### config.mk
export PLATFORM = sky130hd
export DESIGN_NAME = aero_flap_actuator_fsm
export DESIGN_NICKNAME = d
export VERILOG_FILES = /design/src/rtl/afa_pkg.sv /design/src/rtl/afa_cfg.sv /design/src/rtl/afa_core.sv /design/src/rtl/aero_flap_actuator_fsm.sv
export SDC_FILE = /design/constraint.sdc
export NUM_CORES = 1
export LEC_CHECK = 0
export ABC_AREA = 1
export ABC_CLOCK_PERIOD_IN_PS = 8109
export BUFFER_PORTS_ARGS = -buffer_cell sky130_fd_sc_hd__buf_2
export CAP_MARGIN = 30
export CORE_MARGIN = 2
export CORE_UTILIZATION = 35
export DETAILED_ROUTE_END_ITERATION = 7
export PLACE_DENSITY = 0.54
export RECOVER_POWER = 50
export REMOVE_ABC_BUFFERS = 1
export SLEW_MARGIN = 5
export SYNTH_ARGS = -nofsm -noshare
export SYNTH_HDL_FRONTEND = slang
export SYNTH_SLANG_ARGS = --single-unit
### constraint.sdc
create_clock -name clk -period 8.11 [get_ports clk]
set_input_delay 0.4055 -clock clk [delete_from_list [all_inputs] [get_ports clk]]
set_output_delay 0.4055 -clock clk [all_outputs]
set_load 0.02 [all_outputs]
### src/rtl/afa_pkg.sv
// Shared types and constants of the flap actuator controller.
package afa_pkg;

	localparam int unsigned CfgIdxW  = 3;
	localparam int unsigned CfgDataW = 16;
	localparam int unsigned TickW    = 16;
	localparam int unsigned MsW      = 20;

	// Register indexes
	localparam logic [CfgIdxW-1:0] REG_OPEN_SPEED    = 3'd0;
	localparam logic [CfgIdxW-1:0] REG_CLOSE_SPEED   = 3'd1;
	localparam logic [CfgIdxW-1:0] REG_OPEN_ANGLE    = 3'd2;
	localparam logic [CfgIdxW-1:0] REG_CLOSE_ANGLE   = 3'd3;
	localparam logic [CfgIdxW-1:0] REG_SETTLE_TIME   = 3'd4;
	localparam logic [CfgIdxW-1:0] REG_INPUT_TIMEOUT = 3'd5;

	// Event codes
	localparam logic [2:0] MODE_TICK        = 3'd0;
	localparam logic [2:0] MODE_SNAPSHOT    = 3'd1;
	localparam logic [2:0] MODE_SERVO       = 3'd2;
	localparam logic [2:0] MODE_FORCE_CLOSE = 3'd3;
	localparam logic [2:0] MODE_DISABLE     = 3'd4;
	localparam logic [2:0] MODE_CLEAR       = 3'd5;

	// Fault bit positions
	localparam int unsigned FLT_TIMEOUT  = 0;
	localparam int unsigned FLT_DISABLED = 1;
	localparam int unsigned FLT_SERVO    = 2;

	// Phase codes as seen on fsm_state
	localparam logic [1:0] PH_CLOSED  = 2'd0;
	localparam logic [1:0] PH_OPENING = 2'd1;
	localparam logic [1:0] PH_OPEN    = 2'd2;
	localparam logic [1:0] PH_CLOSING = 2'd3;

	typedef struct packed {
		logic [7:0]       open_speed;
		logic [7:0]       close_speed;
		logic [7:0]       open_angle;
		logic [7:0]       close_angle;
		logic [TickW-1:0] settle_time_ms;
		logic [TickW-1:0] snap_timeout_ms;
	} cfg_t;

	typedef struct packed {
		logic [2:0] mode;
		logic [7:0] veh_speed;
		logic       brake_on;
		logic       enable_in;
		logic       external_fault_in;
		logic       servo_reached;
	} item_t;

	typedef struct packed {
		logic       open_cmd;
		logic       close_cmd;
		logic [7:0] target_angle;
		logic [2:0] fault_latch;
		logic [1:0] fsm_state;
	} result_t;

endpackage

### src/rtl/afa_cfg.sv
// Configuration register file of the flap actuator controller.
module afa_cfg (
	input  logic                          clk,
	input  logic                          arst_n,
	input  logic                          cfg_valid,
	output logic                          cfg_ready,
	input  logic [afa_pkg::CfgIdxW-1:0]   cfg_index,
	input  logic [afa_pkg::CfgDataW-1:0]  cfg_data,
	output afa_pkg::cfg_t                 cfg
);
	import afa_pkg::*;

	cfg_t cfg_q;

	assign cfg_ready = 1'b1;
	assign cfg      = cfg_q;

	always_ff @(posedge clk or negedge arst_n) begin
		if (!arst_n) begin
			cfg_q <= '0;
		end else if (cfg_valid) begin
			case (cfg_index)
				REG_OPEN_SPEED:    cfg_q.open_speed      <= cfg_data[7:0];
				REG_CLOSE_SPEED:   cfg_q.close_speed     <= cfg_data[7:0];
				REG_OPEN_ANGLE:    cfg_q.open_angle      <= cfg_data[7:0];
				REG_CLOSE_ANGLE:   cfg_q.close_angle     <= cfg_data[7:0];
				REG_SETTLE_TIME:   cfg_q.settle_time_ms  <= cfg_data[TickW-1:0];
				REG_INPUT_TIMEOUT: cfg_q.snap_timeout_ms <= cfg_data[TickW-1:0];
				default: ;
			endcase
		end
	end

endmodule

### src/rtl/afa_core.sv
// Phase machine, tick counters, fault bits and latched result record.
module afa_core (
	input  logic            clk,
	input  logic            arst_n,
	input  logic            go,
	input  afa_pkg::item_t  item,
	input  afa_pkg::cfg_t   cfg,
	output afa_pkg::result_t res
);
	import afa_pkg::*;

	typedef enum logic [1:0] {
		CLOSED  = PH_CLOSED,
		OPENING = PH_OPENING,
		OPEN    = PH_OPEN,
		CLOSING = PH_CLOSING
	} phase_t;

	phase_t           phase_q, phase_d;
	logic [TickW-1:0] tip_q, tip_d, tss_q, tss_d;
	logic [2:0]       fault_q, fault_d;
	logic             servo_done_q, servo_done_d;
	logic [7:0]       speed_q, speed_d;
	logic             brake_q, brake_d, enable_q, enable_d, ext_q, ext_d;
	logic             open_q, open_d, close_q, close_d;
	logic [7:0]       angle_q, angle_d;
	logic [2:0]       flags_q, flags_d;

	logic [TickW-1:0] tip_inc, tss_inc;
	logic [MsW-1:0]   ms_tip, ms_tss, wd_limit;
	logic             must_close, leave_low, entered;

	// Saturating counters and their elapsed time in ms (x10 as shift-add)
	always_comb begin
		tip_inc  = (tip_q == '1) ? tip_q : tip_q + 1'b1;
		tss_inc  = (tss_q == '1) ? tss_q : tss_q + 1'b1;
		ms_tip   = {1'b0, tip_inc, 3'b000} + {3'b000, tip_inc, 1'b0};
		ms_tss   = {1'b0, tss_inc, 3'b000} + {3'b000, tss_inc, 1'b0};
		wd_limit = {4'b0000, cfg.settle_time_ms[TickW-2:0], 1'b0};
	end

	always_comb begin
		phase_d      = phase_q;
		tip_d        = tip_q;
		tss_d        = tss_q;
		fault_d      = fault_q;
		servo_done_d = servo_done_q;
		speed_d      = speed_q;
		brake_d      = brake_q;
		enable_d     = enable_q;
		ext_d        = ext_q;
		open_d       = open_q;
		close_d      = close_q;
		angle_d      = angle_q;
		flags_d      = flags_q;
		must_close   = 1'b0;
		leave_low    = 1'b0;
		entered      = 1'b0;
		if (go) begin
			case (item.mode)
				MODE_TICK: begin
					open_d  = 1'b0;
					close_d = 1'b0;
					tip_d   = tip_inc;
					tss_d   = tss_inc;
					fault_d[FLT_TIMEOUT]  = ms_tss > {4'b0000, cfg.snap_timeout_ms};
					fault_d[FLT_DISABLED] = !enable_q;
					must_close = fault_d[FLT_TIMEOUT] || fault_d[FLT_DISABLED] || ext_q;
					leave_low  = must_close || brake_q || (speed_q < cfg.close_speed);
					case (phase_q)
						CLOSED: begin
							if (!must_close && !brake_q && speed_q > cfg.open_speed) begin
								open_d  = 1'b1;
								angle_d = cfg.open_angle;
								phase_d = OPENING;
								tip_d   = '0;
								entered = 1'b1;
							end
						end
						OPENING: begin
							if (leave_low) begin
								close_d = 1'b1;
								angle_d = cfg.close_angle;
								phase_d = CLOSING;
								tip_d   = '0;
								entered = 1'b1;
							end else if (servo_done_q ||
							             ms_tip >= {4'b0000, cfg.settle_time_ms}) begin
								phase_d = OPEN;
								tip_d   = '0;
								entered = 1'b1;
							end
						end
						OPEN: begin
							if (leave_low) begin
								close_d = 1'b1;
								angle_d = cfg.close_angle;
								phase_d = CLOSING;
								tip_d   = '0;
								entered = 1'b1;
							end
						end
						default: begin
							if (servo_done_q || ms_tip >= {4'b0000, cfg.settle_time_ms}) begin
								phase_d = CLOSED;
								tip_d   = '0;
								entered = 1'b1;
							end
						end
					endcase
					// Watchdog: a fresh phase has zero elapsed time, so only a held
					// motion phase can overrun
					if (!entered && (phase_q == OPENING || phase_q == CLOSING) &&
					    ms_tip > wd_limit) begin
						fault_d[FLT_SERVO] = 1'b1;
						close_d = 1'b1;
						angle_d = cfg.close_angle;
						if (phase_q != CLOSING) begin
							phase_d = CLOSING;
							tip_d   = '0;
						end
					end
					flags_d = fault_d;
				end
				MODE_SNAPSHOT: begin
					speed_d  = item.veh_speed;
					brake_d  = item.brake_on;
					enable_d = item.enable_in;
					ext_d    = item.external_fault_in;
					tss_d    = '0;
				end
				MODE_SERVO: servo_done_d = item.servo_reached;
				MODE_FORCE_CLOSE: begin
					close_d = 1'b1;
					angle_d = cfg.close_angle;
					phase_d = CLOSING;
					tip_d   = '0;
				end
				MODE_DISABLE: begin
					fault_d[FLT_DISABLED] = 1'b1;
					close_d = 1'b1;
					angle_d = cfg.close_angle;
					phase_d = CLOSING;
					tip_d   = '0;
				end
				MODE_CLEAR: fault_d = '0;
				default: ;
			endcase
		end
	end

	always_ff @(posedge clk or negedge arst_n) begin
		if (!arst_n) begin
			phase_q      <= CLOSED;
			tip_q        <= '0;
			tss_q        <= '0;
			fault_q      <= '0;
			servo_done_q <= 1'b0;
			speed_q      <= '0;
			brake_q      <= 1'b0;
			enable_q     <= 1'b0;
			ext_q        <= 1'b0;
			open_q       <= 1'b0;
			close_q      <= 1'b0;
			angle_q      <= '0;
			flags_q      <= '0;
		end else begin
			phase_q      <= phase_d;
			tip_q        <= tip_d;
			tss_q        <= tss_d;
			fault_q      <= fault_d;
			servo_done_q <= servo_done_d;
			speed_q      <= speed_d;
			brake_q      <= brake_d;
			enable_q     <= enable_d;
			ext_q        <= ext_d;
			open_q       <= open_d;
			close_q      <= close_d;
			angle_q      <= angle_d;
			flags_q      <= flags_d;
		end
	end

	assign res = '{open_cmd:     open_q,
	               close_cmd:    close_q,
	               target_angle: angle_q,
	               fault_latch:  flags_q,
	               fsm_state:    phase_q};

endmodule

### src/rtl/aero_flap_actuator_fsm.sv
// Top level of the flap actuator controller: input stage, core and result handshake.
//
// Usage:
// - Input channel (in_valid/in_ready) carries one event word: mode plus the
//   snapshot fields and the servo report bit. Fields a mode does not use are
//   ignored.
// - Output channel (out_valid/out_ready) returns exactly one result word per
//   event: open/close commands, target angle, latched fault flags, phase.
// - Configuration channel (cfg_valid/cfg_ready, cfg_index, cfg_data) writes
//   one of six registers; cfg_ready is always high, unknown indexes are
//   dropped. Write only while no event is in flight.
// - Path: an accepted event is held in the input register, then one update
//   of the phase logic writes it into the result record.
// - Throughput: one event per clock while out_ready is high; the update is a
//   single pass of the phase logic, two 16x10 shift-adds and a few compares.
// - Receiver stall: the result word holds, the input register fills, and
//   in_ready drops after one more accepted word; nothing is lost.
// - Reset (arst_n low): phase closed, counters, faults, held snapshot and
//   result record cleared, config registers zero, no word valid.
module aero_flap_actuator_fsm (
	input  logic                         clk,
	input  logic                         arst_n,
	input  logic                         in_valid,
	output logic                         in_ready,
	input  logic [2:0]                   mode,
	input  logic [7:0]                   veh_speed,
	input  logic                         brake_on,
	input  logic                         enable_in,
	input  logic                         external_fault_in,
	input  logic                         servo_reached,
	output logic                         out_valid,
	input  logic                         out_ready,
	output logic                         open_cmd,
	output logic                         close_cmd,
	output logic [7:0]                   target_angle,
	output logic [2:0]                   fault_latch,
	output logic [1:0]                   fsm_state,
	input  logic                         cfg_valid,
	output logic                         cfg_ready,
	input  logic [afa_pkg::CfgIdxW-1:0]  cfg_index,
	input  logic [afa_pkg::CfgDataW-1:0] cfg_data
);
	import afa_pkg::*;

	cfg_t    cfg;
	item_t   item_s1;
	logic    valid_s1;
	logic    out_valid_q;
	logic    advance;
	result_t res;

	afa_cfg u_cfg (
		.clk       (clk),
		.arst_n    (arst_n),
		.cfg_valid (cfg_valid),
		.cfg_ready (cfg_ready),
		.cfg_index (cfg_index),
		.cfg_data  (cfg_data),
		.cfg       (cfg)
	);

	// Advance when the result slot is free or is being taken this cycle
	assign advance  = valid_s1 && (!out_valid_q || out_ready);
	assign in_ready = !valid_s1 || advance;

	always_ff @(posedge clk or negedge arst_n) begin
		if (!arst_n) begin
			valid_s1    <= 1'b0;
			out_valid_q <= 1'b0;
		end else begin
			if (in_ready) begin
				valid_s1 <= in_valid;
			end
			if (advance) begin
				out_valid_q <= 1'b1;
			end else if (out_ready) begin
				out_valid_q <= 1'b0;
			end
		end
	end

	always_ff @(posedge clk) begin
		if (in_ready && in_valid) begin
			item_s1 <= '{mode:              mode,
			             veh_speed:         veh_speed,
			             brake_on:          brake_on,
			             enable_in:         enable_in,
			             external_fault_in: external_fault_in,
			             servo_reached:     servo_reached};
		end
	end

	afa_core u_core (
		.clk    (clk),
		.arst_n (arst_n),
		.go     (advance),
		.item   (item_s1),
		.cfg    (cfg),
		.res    (res)
	);

	assign out_valid    = out_valid_q;
	assign open_cmd     = res.open_cmd;
	assign close_cmd    = res.close_cmd;
	assign target_angle = res.target_angle;
	assign fault_latch  = res.fault_latch;
	assign fsm_state    = res.fsm_state;

	// Input stalls only behind a held result word
	a_stall_cause: assert property (@(posedge clk) disable iff (!arst_n)
		!in_ready |-> (out_valid_q && !out_ready && valid_s1))
		else $error("input stalled without a held result");

	// A result appears only from an event leaving the input register
	a_out_source: assert property (@(posedge clk) disable iff (!arst_n)
		$rose(out_valid_q) |-> $past(advance))
		else $error("result word without an event");

	// An open command stands only while the flap is away from closed
	a_open_phase: assert property (@(posedge clk) disable iff (!arst_n)
		res.open_cmd |-> (res.fsm_state != PH_CLOSED))
		else $error("open command while closed");

endmodule

==> impl_metrics.toml <==
[clock_tree]
numCtsBuffers = 17
cts_buffer_depth = 2
htree_levels = 4
clock_latency_ns = 0.43
clock-sinks = 141
cts_hold_buf = 0
root_buffer = "clkbuf_16"
cts_tree = "yes"
clkTransAtPathRegs_ns = 0.07
cts-resized-gates = 0
cts_setup_buffers = 0

[critical_path]
crit_slowest_cell = "xor2_1"
crit_path_end_kind = "flop"
criticalPathCategory = "reg -> reg"
crit_path_frequent_cell = "nand2_1"
path_max_fanout = 16
cpPeakStageDelay_ns = 0.50
worst_ep_required_time_ns = 8.42
worst_ep_arrival_time_ns = 6.62
setup.worst_path.start_class = "flop"

[route]
drt-initial-drc-count = 545
drtAntennaViolNets = 0
wl_per_cell_um = 14.3
drc_errors = 0
wirelength_um = 24500
vias_per_cell = 4.85
first_pass_iters = 7
vias = 8310

[sta]
hold_viol_final = 0
drv_slew = 80
setup_viol = 0
fmax_mhz = 158
tns_ns = 0
post-route-period-util_pct = 77.8
maxSlewHeadroom_pct = -190
rsz0062_at_grt = "no"
post-route-min-period_ns = 6.31
hold_slack_ns = 0.150
tightestPinTransition_ns = 4.34
finClkSkew_ns = 0.0121

[final_layout]
nets = 1457
antenna_cells = 0
multi_input_area_um2 = 5390
n_fill_cell = 2907
final_common_cell = "nand2_1"
final_cell_mix = "nand2_1, inv_1, dfrtp_1"
final_layout_size_suffix_gt1_share_pct = 10.0
seq_area_um2 = 3600
syn_to_final_growth_pct = 12.9

[logic_synthesis]
async_reset_ff_share_pct = 89.4
syn_area_um2 = 9730
syn_inst = 1266
yosys_warnings = 0
synth_ff_type = "dfrtp_1"
synth_edf_count = 15
synth_top_area_share_pct = 32.4
ys_seq_elements = 141
avgSynthCellArea_um2 = 7.69
ys_types = 53
yosysSeqAreaShare_pct = 37.0
synth.area.top_cells = "dfrtp_1, nand2_1, ha_1"
yosysTopAreaCell = "dfrtp_1"

[placed_design]
port_buffers = 55
dpl.hpwl_um = 18600
gp_routability_congestion = 0.894

[global_route]
grt_pass1_wl_um = 40600
grt_remaining_overflow = 0
grt_start_max_net_pins = 80
antenna_found_initial = 0
first_global_vias = 8170
grt.total_usage_pct = 17.6

[run_status]
violations = "capacitance limit, slew limit"
status = "complete, but fails checks"

[job]
drv_cap = 1

[hold_path]
min_path_type = "in -> reg"

[die]
io_pins = 57
initial_utilization_pct = 35.3
die-area_um2 = 29200
num_rows = 61
die_y_um = 171
die_w_um = 171
core-area_um2 = 27600

[power_and_ir_drop]
power_density_nw_per_um2 = 288
peakVddDrop_v = 0.000133
p_leak_nw = 5.73
per-stage QoR:
stage | setup slack, ns | utilization [%] | instances | area [um2] | power [mW]
2_1_floorplan | 2.94 | - | 1243 | 9620 | 1.98
3_3_place_gp | 2.08 | 37.8 | 1680 | 10400 | 2.36
3_5_place_dp | 1.85 | 37.8 | 1680 | 10400 | 2.37
4_1_cts | 1.82 | 39.9 | 1712 | 11000 | 3.19
5_1_grt | 1.07 | 39.9 | 1714 | 11000 | 3.45
6_report | 1.80 | 39.9 | 1714 | 11000 | 3.17
report_power, final:
| group | internal, mW | switching, mW |
|---|---|---|
| Sequential | 0.869 | 0.126 |
| Combinational | 0.493 | 0.871 |
| Clock | 0.460 | 0.347 |
synth_stat cells (4+ instances only):
cell type and number:
nand2_1 350, inv_1 162, dfrtp_1 126, o21ai_0 100, ha_1 93, nor2_1 74
nand3_1 72, a21oi_1 64, nand4_1 27, xor2_1 27, clkbuf_1 18, edfxtp_1 15
nor3_1 13, xnor2_1 12, mux2_2 10, nand3b_1 10, nand2_2 8, and2_1 6
nand3_2 6, a211oi_1 5, a31oi_1 5, nor2_2 5, inv_2 4, o21a_1 4
o22ai_1 4
flip-flops by register name, summed over array words and instances, names as in the netlist:
signal               count
u_core.open_q            1
u_core.tip_q            16
u_core.brake_q           1
u_core.fault_q           1
u_core.flags_q           3
u_core.phase_q           2
item_s1                 15
u_core.enable_q          1
valid_s1                 1
u_core.close_q           1
u_cfg.cfg               64
u_core.ext_q             1
u_core.tss_q            16
u_core.speed_q           8
u_core.servo_done_q      1
u_core.angle_q           8
out_valid                1
logic make-up (layout without fill, tap and decap cells):
group,Yosys count,in the layout,share of synthesized area [%]
xor gates and xnor gates,39,39,3.51
DFF,141,141,37.0
and+or+nand+nor,589,589,27.0
muxes,10,10,1.16
other,1,1,0.0385
buffers and inverters,190,260,7.60
AOI/OAI and AO/OA,201,201,11.3
adders and majority gates,95,95,12.4
critical path: cells and delay by family (launching register included):
| kind | cells | cell delay [ns] |
|---|---|---|
| fa+ha+maj | 3 | 0.67 |
| xor+xnor | 2 | 0.71 |
| compound gates | 9 | 1.35 |
| buf+inv | 2 | 0.17 |
| flops | 1 | 0.39 |
| simple gates | 18 | 2.90 |
path summary, 6_finish.rpt:
check	from	endpoint	slack, ns	cells after the start
worst max-delay path	u_core.tip_q[0]$_DFFE_PN0P_	u_core.tip_q[4]$_DFFE_PN0P_	1.80	34
worst min-delay path	enable_in	item_s1[2]$_DFFE_PP_	0.15	1
worst max register to register	u_core.tip_q[0]$_DFFE_PN0P_	u_core.tip_q[4]$_DFFE_PN0P_	1.80	34
worst min register to register	item_s1[0]$_DFFE_PP_	u_core.servo_done_q$_DFFE_PN0P_	0.48	1
max in group asynchronous	arst_n	u_cfg.cfg[61]$_DFFE_PN0P_	4.15	1
min in group asynchronous	arst_n	u_cfg.cfg[32]$_DFFE_PN0P_	1.52	1
final cells by class:
cell class	count	area share, %
Sequential cell	141	32.8
Inverter	167	5.71
Clock inverter	14	1.42
Multi-Input combinational cell	935	49.0
Clock buffer	18	3.91
Timing Repair Buffer	61	2.81
Tap cell	378	4.30
per-layer routing:
layer / routed length [um] / share of wire, % / vias to the layer above / track usage, %
li1: - / - / 4287 / -
met1: 11800 / 48 / 3846 / 23.7
met2: 11500 / 47 / 154 / 29.4
met3: 882 / 3.6 / 23 / 2.80
met4: 373 / 1.5 / 0 / 4.79
met5: 0 / 0 / - / 0
Power figures use the tool's default switching activity.
